$ cat src/hdl/cbt_pkg.sv
// shared types, constants and helpers for the csv byte tokenizer
// no dependencies

package cbt_pkg;

	localparam int unsigned ADDR_W = 4;

	localparam logic [7:0] QUOTE_BYTE = 8'h22;
	localparam logic [16:0] PAD_BYTES = 17'd2;

	localparam logic [7:0] COL_DELIM_RST = 8'd44;
	localparam logic [7:0] ROW_DELIM_RST = 8'd10;
	localparam logic [7:0] SLOT_SIZE_RST = 8'd16;
	localparam logic [7:0] COLUMNS_RST = 8'd8;

	typedef enum logic [1:0] {
		REG_COL_DELIM = 2'd0,
		REG_ROW_DELIM = 2'd1,
		REG_SLOT_SIZE = 2'd2,
		REG_COLUMNS   = 2'd3
	} reg_idx_t;

	typedef enum logic [1:0] {
		ST_IDLE,
		ST_MUL,
		ST_ADDR
	} state_t;

	typedef struct packed {
		logic [7:0] column_delimiter;
		logic [7:0] row_delimiter;
		logic [7:0] slot_size;
		logic [7:0] columns_per_row;
	} cfg_t;

	typedef struct packed {
		logic accept;
		logic mul_en;
		logic load;
	} cmd_t;

	typedef struct packed {
		logic [7:0] text_byte;
		logic       file_start;
	} text_t;

	typedef struct packed {
		logic        store_enable;
		logic [15:0] store_address;
		logic [7:0]  store_byte;
		logic        out_of_range;
		logic [15:0] rows_counted;
		logic [7:0]  first_row_columns;
		logic [15:0] slot_size_needed;
	} result_t;

	function automatic logic [7:0] sat_inc8(input logic [7:0] v);
		return (v == 8'hFF) ? v : v + 8'd1;
	endfunction

	function automatic logic [15:0] sat_inc16(input logic [15:0] v);
		return (v == 16'hFFFF) ? v : v + 16'd1;
	endfunction

endpackage

$ cat src/hdl/cbt_stream_if.sv
// valid/ready channel carrying one item per handshake
// depends on nothing; payload type is set where it is instantiated

interface cbt_stream_if #(
	parameter type payload_t = logic
);
	logic     valid;
	logic     ready;
	payload_t payload;

	modport source (output valid, output payload, input ready);
	modport sink (input valid, input payload, output ready);
endinterface

$ cat src/hdl/cbt_cfg_regs.sv
// apb configuration registers: delimiters, slot size, columns per row
// depends on cbt_pkg

module cbt_cfg_regs (
	input  logic                       clk,
	input  logic                       arst_n,
	input  logic                       psel,
	input  logic                       penable,
	input  logic                       pwrite,
	input  logic [cbt_pkg::ADDR_W-1:0] paddr,
	input  logic [31:0]                pwdata,
	output logic [31:0]                prdata,
	output logic                       pready,
	output cbt_pkg::cfg_t              cfg
);

	cbt_pkg::cfg_t    cfg_q;
	cbt_pkg::reg_idx_t idx;
	logic             wr_en;

	assign pready = 1'b1;
	assign idx    = cbt_pkg::reg_idx_t'(paddr[3:2]);
	assign wr_en  = psel && penable && pwrite && pready;
	assign cfg    = cfg_q;

	always_ff @(posedge clk or negedge arst_n) begin
		if (!arst_n) begin
			cfg_q.column_delimiter <= cbt_pkg::COL_DELIM_RST;
			cfg_q.row_delimiter    <= cbt_pkg::ROW_DELIM_RST;
			cfg_q.slot_size        <= cbt_pkg::SLOT_SIZE_RST;
			cfg_q.columns_per_row  <= cbt_pkg::COLUMNS_RST;
		end else if (wr_en) begin
			case (idx)
				cbt_pkg::REG_COL_DELIM: cfg_q.column_delimiter <= pwdata[7:0];
				cbt_pkg::REG_ROW_DELIM: cfg_q.row_delimiter    <= pwdata[7:0];
				cbt_pkg::REG_SLOT_SIZE: cfg_q.slot_size        <= pwdata[7:0];
				cbt_pkg::REG_COLUMNS:   cfg_q.columns_per_row  <= pwdata[7:0];
				default: ;
			endcase
		end
	end

	always_comb begin
		case (idx)
			cbt_pkg::REG_COL_DELIM: prdata = {24'd0, cfg_q.column_delimiter};
			cbt_pkg::REG_ROW_DELIM: prdata = {24'd0, cfg_q.row_delimiter};
			cbt_pkg::REG_SLOT_SIZE: prdata = {24'd0, cfg_q.slot_size};
			cbt_pkg::REG_COLUMNS:   prdata = {24'd0, cfg_q.columns_per_row};
			default:                prdata = 32'd0;
		endcase
	end

endmodule

$ cat src/hdl/cbt_ctrl.sv
// controller: sequences accept, multiply and address stages, owns the handshakes
// depends on cbt_pkg

module cbt_ctrl (
	input  logic          clk,
	input  logic          arst_n,
	input  logic          text_valid,
	output logic          text_ready,
	output logic          result_valid,
	input  logic          result_ready,
	output cbt_pkg::cmd_t cmd
);

	cbt_pkg::state_t state_q;
	cbt_pkg::state_t state_d;
	logic            out_valid_q;
	logic            out_free;

	assign out_free     = !out_valid_q || result_ready;
	assign result_valid = out_valid_q;

	always_comb begin
		state_d = state_q;
		case (state_q)
			cbt_pkg::ST_IDLE: if (text_valid) state_d = cbt_pkg::ST_MUL;
			cbt_pkg::ST_MUL:  state_d = cbt_pkg::ST_ADDR;
			cbt_pkg::ST_ADDR: if (out_free) state_d = cbt_pkg::ST_IDLE;
			default:          state_d = cbt_pkg::ST_IDLE;
		endcase
	end

	always_comb begin
		text_ready = 1'b0;
		cmd        = '0;
		case (state_q)
			cbt_pkg::ST_IDLE: begin
				text_ready = 1'b1;
				cmd.accept = text_valid;
			end
			cbt_pkg::ST_MUL:  cmd.mul_en = 1'b1;
			cbt_pkg::ST_ADDR: cmd.load = out_free;
			default: ;
		endcase
	end

	always_ff @(posedge clk or negedge arst_n) begin
		if (!arst_n) begin
			state_q     <= cbt_pkg::ST_IDLE;
			out_valid_q <= 1'b0;
		end else begin
			state_q <= state_d;
			if (cmd.load) begin
				out_valid_q <= 1'b1;
			end else if (result_ready) begin
				out_valid_q <= 1'b0;
			end
		end
	end

	a_load_sets_valid: assert property (@(posedge clk) disable iff (!arst_n)
		cmd.load |=> out_valid_q)
		else $error("result register loaded but not presented");

	a_accept_then_mul: assert property (@(posedge clk) disable iff (!arst_n)
		cmd.accept |=> (state_q == cbt_pkg::ST_MUL) && !text_ready)
		else $error("accepted item did not start the multiply");

	a_mul_then_addr: assert property (@(posedge clk) disable iff (!arst_n)
		(state_q == cbt_pkg::ST_MUL) |=> (state_q == cbt_pkg::ST_ADDR))
		else $error("multiply stage not followed by address stage");

	a_stall_holds_result: assert property (@(posedge clk) disable iff (!arst_n)
		(state_q == cbt_pkg::ST_ADDR) && out_valid_q && !result_ready |-> !cmd.load)
		else $error("result register overwritten while stalled");

endmodule

$ cat src/hdl/cbt_dpath.sv
// datapath: tokenizer state, statistics, grid address multiply and range check
// depends on cbt_pkg

module cbt_dpath #(
	parameter int unsigned STORE_BYTES = 65536
) (
	input  logic             clk,
	input  logic             arst_n,
	input  cbt_pkg::cfg_t    cfg,
	input  cbt_pkg::cmd_t    cmd,
	input  cbt_pkg::text_t   text_in,
	output cbt_pkg::result_t result_out
);

	localparam logic [33:0] StoreLimit = 34'(STORE_BYTES);

	// tokenizer and statistics state
	logic        in_quotes_q;
	logic [7:0]  char_index_q;
	logic [7:0]  column_index_q;
	logic [15:0] row_index_q;
	logic [15:0] row_count_q;
	logic [7:0]  column_count_q;
	logic [15:0] entry_length_q;
	logic [15:0] longest_entry_q;

	// per item stage registers
	logic        data_s1;
	logic [7:0]  byte_s1;
	logic [15:0] row_s1;
	logic [7:0]  col_s1;
	logic [7:0]  ch_s1;
	logic [24:0] lin_s2;

	logic        out_en_q;
	logic [15:0] out_addr_q;
	logic [7:0]  out_byte_q;
	logic        out_oor_q;
	logic [15:0] out_rows_q;
	logic [7:0]  out_cols_q;
	logic [15:0] needed_q;

	logic [7:0]  slot_eff;
	logic [7:0]  cols_eff;

	logic        q_e;
	logic [7:0]  ch_e;
	logic [7:0]  col_e;
	logic [15:0] row_e;
	logic [15:0] rc_e;
	logic [7:0]  cc_e;
	logic [15:0] el_e;
	logic [15:0] le_e;

	logic        quote_n;
	logic        is_col;
	logic        is_row;
	logic [15:0] el_inc;
	logic [15:0] el_n;
	logic [15:0] le_n;
	logic [15:0] rc_n;
	logic [7:0]  cc_n;
	logic [7:0]  ch_w;
	logic [7:0]  col_w;
	logic [15:0] row_w;
	logic [7:0]  ch_n;
	logic [7:0]  col_n;
	logic [15:0] row_n;

	logic [24:0] lin_d;
	logic [33:0] addr_full;
	logic [16:0] needed_sum;

	assign slot_eff = (cfg.slot_size == 8'd0) ? 8'd1 : cfg.slot_size;
	assign cols_eff = (cfg.columns_per_row == 8'd0) ? 8'd1 : cfg.columns_per_row;

	// state seen by this item, reset to its start values on file start
	always_comb begin
		if (text_in.file_start) begin
			q_e   = 1'b0;
			ch_e  = 8'd0;
			col_e = 8'd0;
			row_e = 16'd0;
			rc_e  = 16'd1;
			cc_e  = 8'd1;
			el_e  = 16'd0;
			le_e  = 16'd0;
		end else begin
			q_e   = in_quotes_q;
			ch_e  = char_index_q;
			col_e = column_index_q;
			row_e = row_index_q;
			rc_e  = row_count_q;
			cc_e  = column_count_q;
			el_e  = entry_length_q;
			le_e  = longest_entry_q;
		end
	end

	always_comb begin
		quote_n = q_e ^ (text_in.text_byte == cbt_pkg::QUOTE_BYTE);
		is_col  = (text_in.text_byte == cfg.column_delimiter) && !quote_n;
		is_row  = (text_in.text_byte == cfg.row_delimiter) && !quote_n;

		// statistics
		el_inc = cbt_pkg::sat_inc16(el_e);
		cc_n   = (is_col && rc_e == 16'd1) ? cbt_pkg::sat_inc8(cc_e) : cc_e;
		rc_n   = is_row ? cbt_pkg::sat_inc16(rc_e) : rc_e;
		if (is_col || is_row) begin
			le_n = (el_inc > le_e) ? el_inc : le_e;
			el_n = 16'd0;
		end else begin
			le_n = le_e;
			el_n = el_inc;
		end

		// full slot wraps to the next cell
		ch_w  = ch_e;
		col_w = col_e;
		row_w = row_e;
		if (ch_e >= slot_eff) begin
			ch_w = 8'd0;
			if (col_e == cols_eff - 8'd1) begin
				col_w = 8'd0;
				row_w = cbt_pkg::sat_inc16(row_e);
			end else begin
				col_w = cbt_pkg::sat_inc8(col_e);
			end
		end

		// grid move or data write
		ch_n  = ch_w;
		col_n = col_w;
		row_n = row_w;
		if (is_col) begin
			ch_n  = 8'd0;
			col_n = cbt_pkg::sat_inc8(col_w);
		end else if (is_row) begin
			ch_n  = 8'd0;
			col_n = 8'd0;
			row_n = cbt_pkg::sat_inc16(row_w);
		end else begin
			ch_n = cbt_pkg::sat_inc8(ch_w);
		end
	end

	always_ff @(posedge clk or negedge arst_n) begin
		if (!arst_n) begin
			in_quotes_q     <= 1'b0;
			char_index_q    <= 8'd0;
			column_index_q  <= 8'd0;
			row_index_q     <= 16'd0;
			row_count_q     <= 16'd1;
			column_count_q  <= 8'd1;
			entry_length_q  <= 16'd0;
			longest_entry_q <= 16'd0;
		end else if (cmd.accept) begin
			in_quotes_q     <= quote_n;
			char_index_q    <= ch_n;
			column_index_q  <= col_n;
			row_index_q     <= row_n;
			row_count_q     <= rc_n;
			column_count_q  <= cc_n;
			entry_length_q  <= el_n;
			longest_entry_q <= le_n;
		end
	end

	always_ff @(posedge clk) begin
		if (cmd.accept) begin
			data_s1 <= !is_col && !is_row;
			byte_s1 <= text_in.text_byte;
			row_s1  <= row_w;
			col_s1  <= col_w;
			ch_s1   <= ch_w;
		end
	end

	// row * columns + column
	assign lin_d = 25'(row_s1) * 25'(cols_eff) + 25'(col_s1);

	always_ff @(posedge clk) begin
		if (cmd.mul_en) begin
			lin_s2 <= lin_d;
		end
	end

	// slot * cell + char, then range check
	assign addr_full  = 34'(slot_eff) * 34'(lin_s2) + 34'(ch_s1);
	assign needed_sum = 17'(longest_entry_q) + cbt_pkg::PAD_BYTES;

	always_ff @(posedge clk or negedge arst_n) begin
		if (!arst_n) begin
			out_en_q   <= 1'b0;
			out_addr_q <= 16'd0;
			out_byte_q <= 8'd0;
			out_oor_q  <= 1'b0;
			out_rows_q <= 16'd1;
			out_cols_q <= 8'd1;
			needed_q   <= 16'd2;
		end else if (cmd.load) begin
			needed_q   <= needed_sum[16] ? 16'hFFFF : needed_sum[15:0];
			out_rows_q <= row_count_q;
			out_cols_q <= column_count_q;
			if (!data_s1) begin
				out_en_q   <= 1'b0;
				out_addr_q <= 16'd0;
				out_byte_q <= 8'd0;
				out_oor_q  <= 1'b0;
			end else if (addr_full >= StoreLimit) begin
				out_en_q   <= 1'b0;
				out_addr_q <= 16'd0;
				out_byte_q <= byte_s1;
				out_oor_q  <= 1'b1;
			end else begin
				out_en_q   <= 1'b1;
				out_addr_q <= addr_full[15:0];
				out_byte_q <= byte_s1;
				out_oor_q  <= 1'b0;
			end
		end
	end

	assign result_out.store_enable      = out_en_q;
	assign result_out.store_address     = out_addr_q;
	assign result_out.store_byte        = out_byte_q;
	assign result_out.out_of_range      = out_oor_q;
	assign result_out.rows_counted      = out_rows_q;
	assign result_out.first_row_columns = out_cols_q;
	assign result_out.slot_size_needed  = needed_q;

	a_write_xor_drop: assert property (@(posedge clk) disable iff (!arst_n)
		!(out_en_q && out_oor_q))
		else $error("item both written and flagged out of range");

	a_needed_floor: assert property (@(posedge clk) disable iff (!arst_n)
		needed_q >= 16'd2)
		else $error("slot size needed below padding");

endmodule

$ cat src/hdl/csv_byte_tokenizer_to_grid_unit.sv
// top level of the csv byte tokenizer: config registers, controller, datapath
// depends on cbt_pkg, cbt_stream_if, cbt_cfg_regs, cbt_ctrl, cbt_dpath

// Each accepted text byte yields exactly one result item. On its way to the
// result register an item passes the tokenizer state and statistics update,
// the row times columns multiply, then the slot-size multiply and the store
// range check. The next byte is accepted the cycle after the result register
// loads, so the block takes no new byte while the last one is still on its
// way; a waiting result does not block a new accept, only the load of the
// following result. Configuration registers sit at byte addresses 0, 4, 8
// and 12 and must be written only while idle.

module csv_byte_tokenizer_to_grid_unit #(
	parameter int unsigned STORE_BYTES = 65536
) (
	input  logic                       clk,
	input  logic                       arst_n,
	cbt_stream_if.sink                 text,
	cbt_stream_if.source               result,
	input  logic                       psel,
	input  logic                       penable,
	input  logic                       pwrite,
	input  logic [cbt_pkg::ADDR_W-1:0] paddr,
	input  logic [31:0]                pwdata,
	output logic [31:0]                prdata,
	output logic                       pready
);

	cbt_pkg::cfg_t    cfg;
	cbt_pkg::cmd_t    cmd;
	cbt_pkg::text_t   text_item;
	cbt_pkg::result_t result_item;

	assign text_item      = text.payload;
	assign result.payload = result_item;

	cbt_cfg_regs u_cfg (
		.clk     (clk),
		.arst_n  (arst_n),
		.psel    (psel),
		.penable (penable),
		.pwrite  (pwrite),
		.paddr   (paddr),
		.pwdata  (pwdata),
		.prdata  (prdata),
		.pready  (pready),
		.cfg     (cfg)
	);

	cbt_ctrl u_ctrl (
		.clk          (clk),
		.arst_n       (arst_n),
		.text_valid   (text.valid),
		.text_ready   (text.ready),
		.result_valid (result.valid),
		.result_ready (result.ready),
		.cmd          (cmd)
	);

	cbt_dpath #(
		.STORE_BYTES (STORE_BYTES)
	) u_dpath (
		.clk        (clk),
		.arst_n     (arst_n),
		.cfg        (cfg),
		.cmd        (cmd),
		.text_in    (text_item),
		.result_out (result_item)
	);

endmodule
$ cat src/flat_wrapper.sv
// flat-port wrapper written by rule: the top's interface ports become plain ports
module csv_byte_tokenizer_to_grid_unit_flat 
#(
	parameter int unsigned STORE_BYTES = 65536
)
  (clk, arst_n, psel, penable, pwrite, paddr, pwdata, prdata, pready, text_valid, text_payload, text_ready, result_valid, result_payload, result_ready);
  cbt_stream_if text_i ();
  cbt_stream_if result_i ();
  input  logic clk;
  input  logic arst_n;
  input  logic psel;
  input  logic penable;
  input  logic pwrite;
  input  logic [cbt_pkg::ADDR_W-1:0] paddr;
  input  logic [31:0] pwdata;
  output logic [31:0] prdata;
  output logic pready;
  input wire logic [$bits(text_i.valid)-1:0] text_valid;
  input wire logic [$bits(text_i.payload)-1:0] text_payload;
  output wire logic [$bits(text_i.ready)-1:0] text_ready;
  output wire logic [$bits(result_i.valid)-1:0] result_valid;
  output wire logic [$bits(result_i.payload)-1:0] result_payload;
  input wire logic [$bits(result_i.ready)-1:0] result_ready;
  assign text_i.valid = text_valid;
  assign text_i.payload = text_payload;
  assign text_ready = text_i.ready;
  assign result_valid = result_i.valid;
  assign result_payload = result_i.payload;
  assign result_i.ready = result_ready;
  csv_byte_tokenizer_to_grid_unit #(.STORE_BYTES(STORE_BYTES)) u_core (.clk(clk), .arst_n(arst_n), .text(text_i), .result(result_i), .psel(psel), .penable(penable), .pwrite(pwrite), .paddr(paddr), .pwdata(pwdata), .prdata(prdata), .pready(pready));
endmodule
$ cat config.mk
export PLATFORM = sky130hd
export DESIGN_NAME = csv_byte_tokenizer_to_grid_unit_flat
export DESIGN_NICKNAME = d
export VERILOG_FILES = /design/src/hdl/cbt_pkg.sv /design/src/hdl/cbt_stream_if.sv /design/src/hdl/cbt_cfg_regs.sv /design/src/hdl/cbt_ctrl.sv /design/src/hdl/cbt_dpath.sv /design/src/hdl/csv_byte_tokenizer_to_grid_unit.sv /design/src/flat_wrapper.sv
export SDC_FILE = /design/constraint.sdc
export NUM_CORES = 1
export LEC_CHECK = 0
export ABC_AREA = 0
export BUFFER_PORTS_ARGS = -buffer_cell sky130_fd_sc_hd__buf_2
export CAP_MARGIN = 10
export CELL_PAD_IN_SITES_DETAIL_PLACEMENT = 0
export CELL_PAD_IN_SITES_GLOBAL_PLACEMENT = 1
export CORE_MARGIN = 2
export CORE_UTILIZATION = 57
export CTS_BUF_LIST = sky130_fd_sc_hd__clkbuf_2 sky130_fd_sc_hd__clkbuf_4 sky130_fd_sc_hd__clkbuf_8
export DETAILED_ROUTE_END_ITERATION = 10
export GPL_TIMING_DRIVEN = 1
export PLACE_DENSITY_LB_ADDON = 0.3
export SLEW_MARGIN = 10
export SYNTH_ARGS = -nofsm -noshare
export SYNTH_HDL_FRONTEND = slang
export SYNTH_HIERARCHICAL = 1
export SYNTH_SLANG_ARGS = --single-unit
$ cat constraint.sdc
create_clock -name clk -period 11.5 [get_ports clk]
set_clock_uncertainty 0.05 [all_clocks]
set_input_delay 2.3 -clock clk [delete_from_list [all_inputs] [get_ports clk]]
set_output_delay 2.3 -clock clk [all_outputs]
set_load 0.02 [all_outputs]
== Yosys cells after proc, flatten, opt, wreduce, memory -nomap -nowiden ==
Cells that the tools add are included.
Storage, ports and cells
  register bits: 69
  input port bits: 44
Operators by class
  reductions and logical operators: 18
  equal/unequal tests: 8
  mux-type cells: 17
  magnitude comparators: 1
  $add $sub $neg: 2
Operators by type and width (count)
  $pmux W32 S4: 1
  $mux W16: 6
  $add A16 B2 Y17 const B: 1
  $add A16 B1 Y16 const B: 1
  $eq A16 B16 Y1 const B: 1
  $gt A16 B16 Y1: 1
  $logic_not A8 Y1: 2
  $reduce_and A2 Y1: 5
  $mux W1: 7
  $eq A2 B2 Y1 const B: 3
  $pmux W2 S3: 1
  $eq A2 B1 Y1 const B: 2
  $logic_and A1 B1 Y1: 4
  $logic_not A2 Y1: 2
  $mux W2: 2
  $ne A2 B2 Y1 const B: 2
  $logic_not A1 Y1: 2
  $logic_or A1 B1 Y1: 2
  $reduce_bool A2 Y1: 1

== Depth between registers and ports, before layout ==
  word-level depth: 6
  gate-level depth with buffers: 28

== Hierarchy ==
Netlist, hierarchy kept.
By module, submodules not included
  cbt_dpath: cells each 2432, seq. area each 5866.9 um^2, area an instance 22834.4 um^2, times used 1
  cbt_cfg_regs: cells each 107, seq. area each 809.5 um^2, area an instance 1634.1 um^2, times used 1
  cbt_ctrl: cells each 12, seq. area each 75.1 um^2, area an instance 132.6 um^2, times used 1
  csv_byte_tokenizer_to_grid_unit: cells each 1, seq. area each 0.0 um^2, area an instance 3.8 um^2, times used 1

== Worst setup path before layout ==
Ideal clock, no wire load.
  kind: input -> register
  from: in text_payload
  to: reg, netlist name u_core/u_dpath/row_index_q[8]
  slack: 2.555 ns
  cell stages on the path: 30
  required time: 11.325 ns
  data arrival time: 8.770 ns
  setup time: 0.125 ns
  path through: clkbuf_1 > clkbuf_1 > clkbuf_1 > clkbuf_1 > clkbuf_1 > clkbuf_1 > clkbuf_1 > buf_1 > clkbuf_1 > nor2_1 > ha_1 > o21ai_0 > nor2_1 > a21oi_1 > a21oi_1 > nand4_1 > buf_2 > clkbuf_1 > clkbuf_1 > nor2_1 > xor2_1 > ha_1 > nor2b_1 > nand4_1 > a221oi_4 > nand4_2 > buf_6 > o2111ai_2 > xnor2_1 > mux2_2
RTL lines
  start: declaration: RTL line flat_wrapper.sv:19  | input wire logic [$bits(text_i.payload)-1:0] text_payload;

== Worst setup path after layout ==
  from: in text_payload
  to: reg u_core.u_dpath.longest_entry_q[1]
Between the ends
  longest elaborated chain between the ends: 6
  elaborated cells on any way between the ends: 13
  those cells by class: add/sub (1); order compare (1); eq/ne (1); mux (6); reduce/logical (4)
RTL lines
  $mux W16: RTL line cbt_dpath.sv:79  | if (text_in.file_start) begin
  $add A16 B1 Y16 / $eq A16 B16 Y1 (equally long branches): RTL line cbt_pkg.sv:62  | return (v == 16'hFFFF) ? v : v + 16'd1;
  $mux W16: RTL line cbt_pkg.sv:62
  $gt A16 B16 Y1: RTL line cbt_dpath.sv:110  | le_n = (el_inc > le_e) ? el_inc : le_e;
  $mux W16: RTL line cbt_dpath.sv:110
  $mux W16 *: RTL line cbt_dpath.sv:109  | if (is_col || is_row) begin
  end signal: assignment: RTL line cbt_dpath.sv:165  | longest_entry_q <= le_n;
  end: declaration: RTL line cbt_dpath.sv:25  | logic [15:0] longest_entry_q;
Mark *: on every way between the ends. The rest lies on a longest branch, timed or not.
A chain may end at the register's enable or synchronous reset.

==> results.toml <==
[setup_path]
worstPathCellList = "buf_2 -> nor2b_1 -> ha_1 -> nand2_1 -> nor3_1 -> nand3_1 -> and3_1 -> nand2_1 -> xor2_1 -> nor2_1 -> ha_1 -> nand3_1 -> o22ai_1 -> o21a_1 -> o21a_1 -> o21a_1 -> o21ai_0 -> nand2b_1 -> a21oi_1 -> a311oi_1 -> o21ai_1 -> buf_4 -> a22o_1"
reg2reg_to = "u_core/u_dpath/longest_entry_q[1]"
timing.rr.start = "u_core/u_dpath/entry_length_q[2]"
cp-end-kind = "flop"
crit_type = "in -> reg"
cp.arrival_ns = 6.82
start_kind = "primary input"
cp_common_cell = "o21a_1"
cp_data_required_time_ns = 11.72
crit_family = "compound AO/OA/AOI/OAI gates"
cp_slowest_cell = "o21ai_1"
regToRegSetupSlack_ns = 6.60
slowest_delay_ns = 0.58
worstPathBufferInverterCount = 2
reg2reg_depth = 23
cp_max_fo = 38

[global_routing]
groute.usage.overall_pct = 21.52
antenna_found_initial = 0
grt-ovfl-total = 0
grt_first_pass_wirelength_mm = 13.05
grt_max_degree = 70
grt_pass1_vias = 2624

[finish]
fin_util_pct = 62.77
diodes = 0
drive_gt1_share_pct = 23.93
syn_to_final_growth_pct = 7.817
regArea_sq_um = 1735
nets = 478
multi_input_area_sq_um = 2268
n_fill_cell = 609

[detailed_routing]
route.final.wire_length_mm = 8.013
vias_per_cell = 5.372
vias = 2799
drcViolationCount = 0
dr.pass1.iters = 4
drtAntennaViolNets = 0
drt-initial-drc-count = 117
avgRoutedWirePerCell_microns = 15.38

[power]
p_int_uw = 474.0
ir_worst_vdd_v = 0.00009700
comb_power_share_pct = 26.8
powerDensity_nw_per_um2 = 156.5
p_sw_uw = 230.9
seq_power_share_pct = 45.0
pwr-share-clk_pct = 28.2
p_leak_uw = 0.002056
swShare_pct = 32.75
report.power.total_uw = 704.9

[clock_network]
clk_pin_slew_ns = 0.07
cts_tree = "built"
numCtsBuffers = 9
clk_latency_ns = 0.34
root_buffer = "clkbuf_8"
htreeDepth = 3
cts_buffer_depth = 2
cts_num_sinks = 69
hold_buffers = 0
cts_resized = 0
postCtsSetupBuffers = 0

[sta]
tns_ns = 0
finalHoldViolations = 0
fmax_ghz = 0.1515
post-route-min-period_ns = 6.600
tightest_slew_ns = 1.099
rsz0062_at_grt = "no"
setup_slack_ns = 4.900
worst_hold_slack_ns = 0.4496
drv_slew = 0
maxSlewHeadroom_pct = 26.49
finalCritPeriodShare_pct = 57.39
setup_violations = 0

[worst_hold_path]
min_from = "u_core/u_dpath/longest_entry_q[0]"
hp-class = "reg -> reg"
hold-path-cell-count = 1
holdPathEnd = "u_core/u_dpath/longest_entry_q[0]"

[die]
fp.coreArea_sq_um = 7176
die_area_sq_um = 8030
rows = 31
die_h_microns = 89.61
fp.dieW_microns = 89.61
initial_core_util_pct = 58.22
pin_count = 80

[logic_synthesis]
synth-warning-count = 6
syn_area_per_cell_sq_um = 10.80
syn_area_sq_um = 4178
syn-instance-count = 387

[placed_design]
routabilityCongestion = 0.7936
port_buffers = 28
preCtsSetupSlack_ns = 4.667
dp_hpwl_mm = 5.518

[status]
outcome = "finished, final reports clean"

[job]
cap_violations = 0
layout by cell type, fill, tap and decap left out, drive strengths merged, types with 9 or more instances in the layout:
cell / n
conb: 49
xnor2: 15
buf: 30
mux2: 33
nand3: 10
ha: 17
nand4: 11
clkbuf: 9
dfrtp: 62
nor2: 23
a22o: 30
nand2: 11
xor2: 16
nand2b: 21
area by class of cell:
class	count	area share (%)
multi-input combinational	301	50.36
inverter	6	0.5000
tap	99	2.750
clock buffer	9	2.750
timing repair buffer	30	3.444
clock inverter	7	1.667
sequential	69	38.53
state kept, by name, summed over array words and instances, names as in the netlist:
register,flops
u_core/u_dpath/needed_q,1
u_core/u_dpath/in_quotes_q,1
u_core/u_cfg/cfg,32
u_core/u_dpath/longest_entry_q,16
u_core/u_ctrl/result_valid,1
u_core/u_dpath/entry_length_q,16
u_core/u_ctrl/state_q,2
per-stage QoR:
step / area, sq um / cells
after floorplan: 4350 / 433
after global placement: 4305 / 505
after detailed placement: 4305 / 505
after CTS: 4504 / 521
after global routing: 4504 / 521
final: 4504 / 521
per-layer routing:
metal | global-route usage (%) | routed length (microns) | up-vias
met5 | 0 | 0 | -
met4 | 6.920 | 70 | 0
met3 | 3.382 | 318 | 7
met2 | 31.82 | 3651 | 59
met1 | 32.50 | 3972 | 1378
li1 | - | - | 1355
power groups by stage:
stage               clock, uW  sequential (uW)  combinational [uW]
floorplan                   0              317                 152
global placement            0              319                 184
detailed placement          0              322                 188
CTS                       205              317                 190
global route              217              322                 207
finish                    199              317                 189
worst max path at each step:
stage / start / to / cells after the start
3_3_place_gp: text_payload / u_core/u_dpath/longest_entry_q[2] / 23
3_5_place_dp: text_payload / u_core/u_dpath/longest_entry_q[1] / 21
4_1_cts: text_payload / u_core/u_dpath/longest_entry_q[1] / 21
2_1_floorplan: text_payload / u_core/u_dpath/longest_entry_q[10] / 27
6_report: text_payload / u_core/u_dpath/longest_entry_q[1] / 23
5_1_grt: text_payload / u_core/u_dpath/longest_entry_q[5] / 21
No activity file was read; power rests on OpenSTA's default activity.
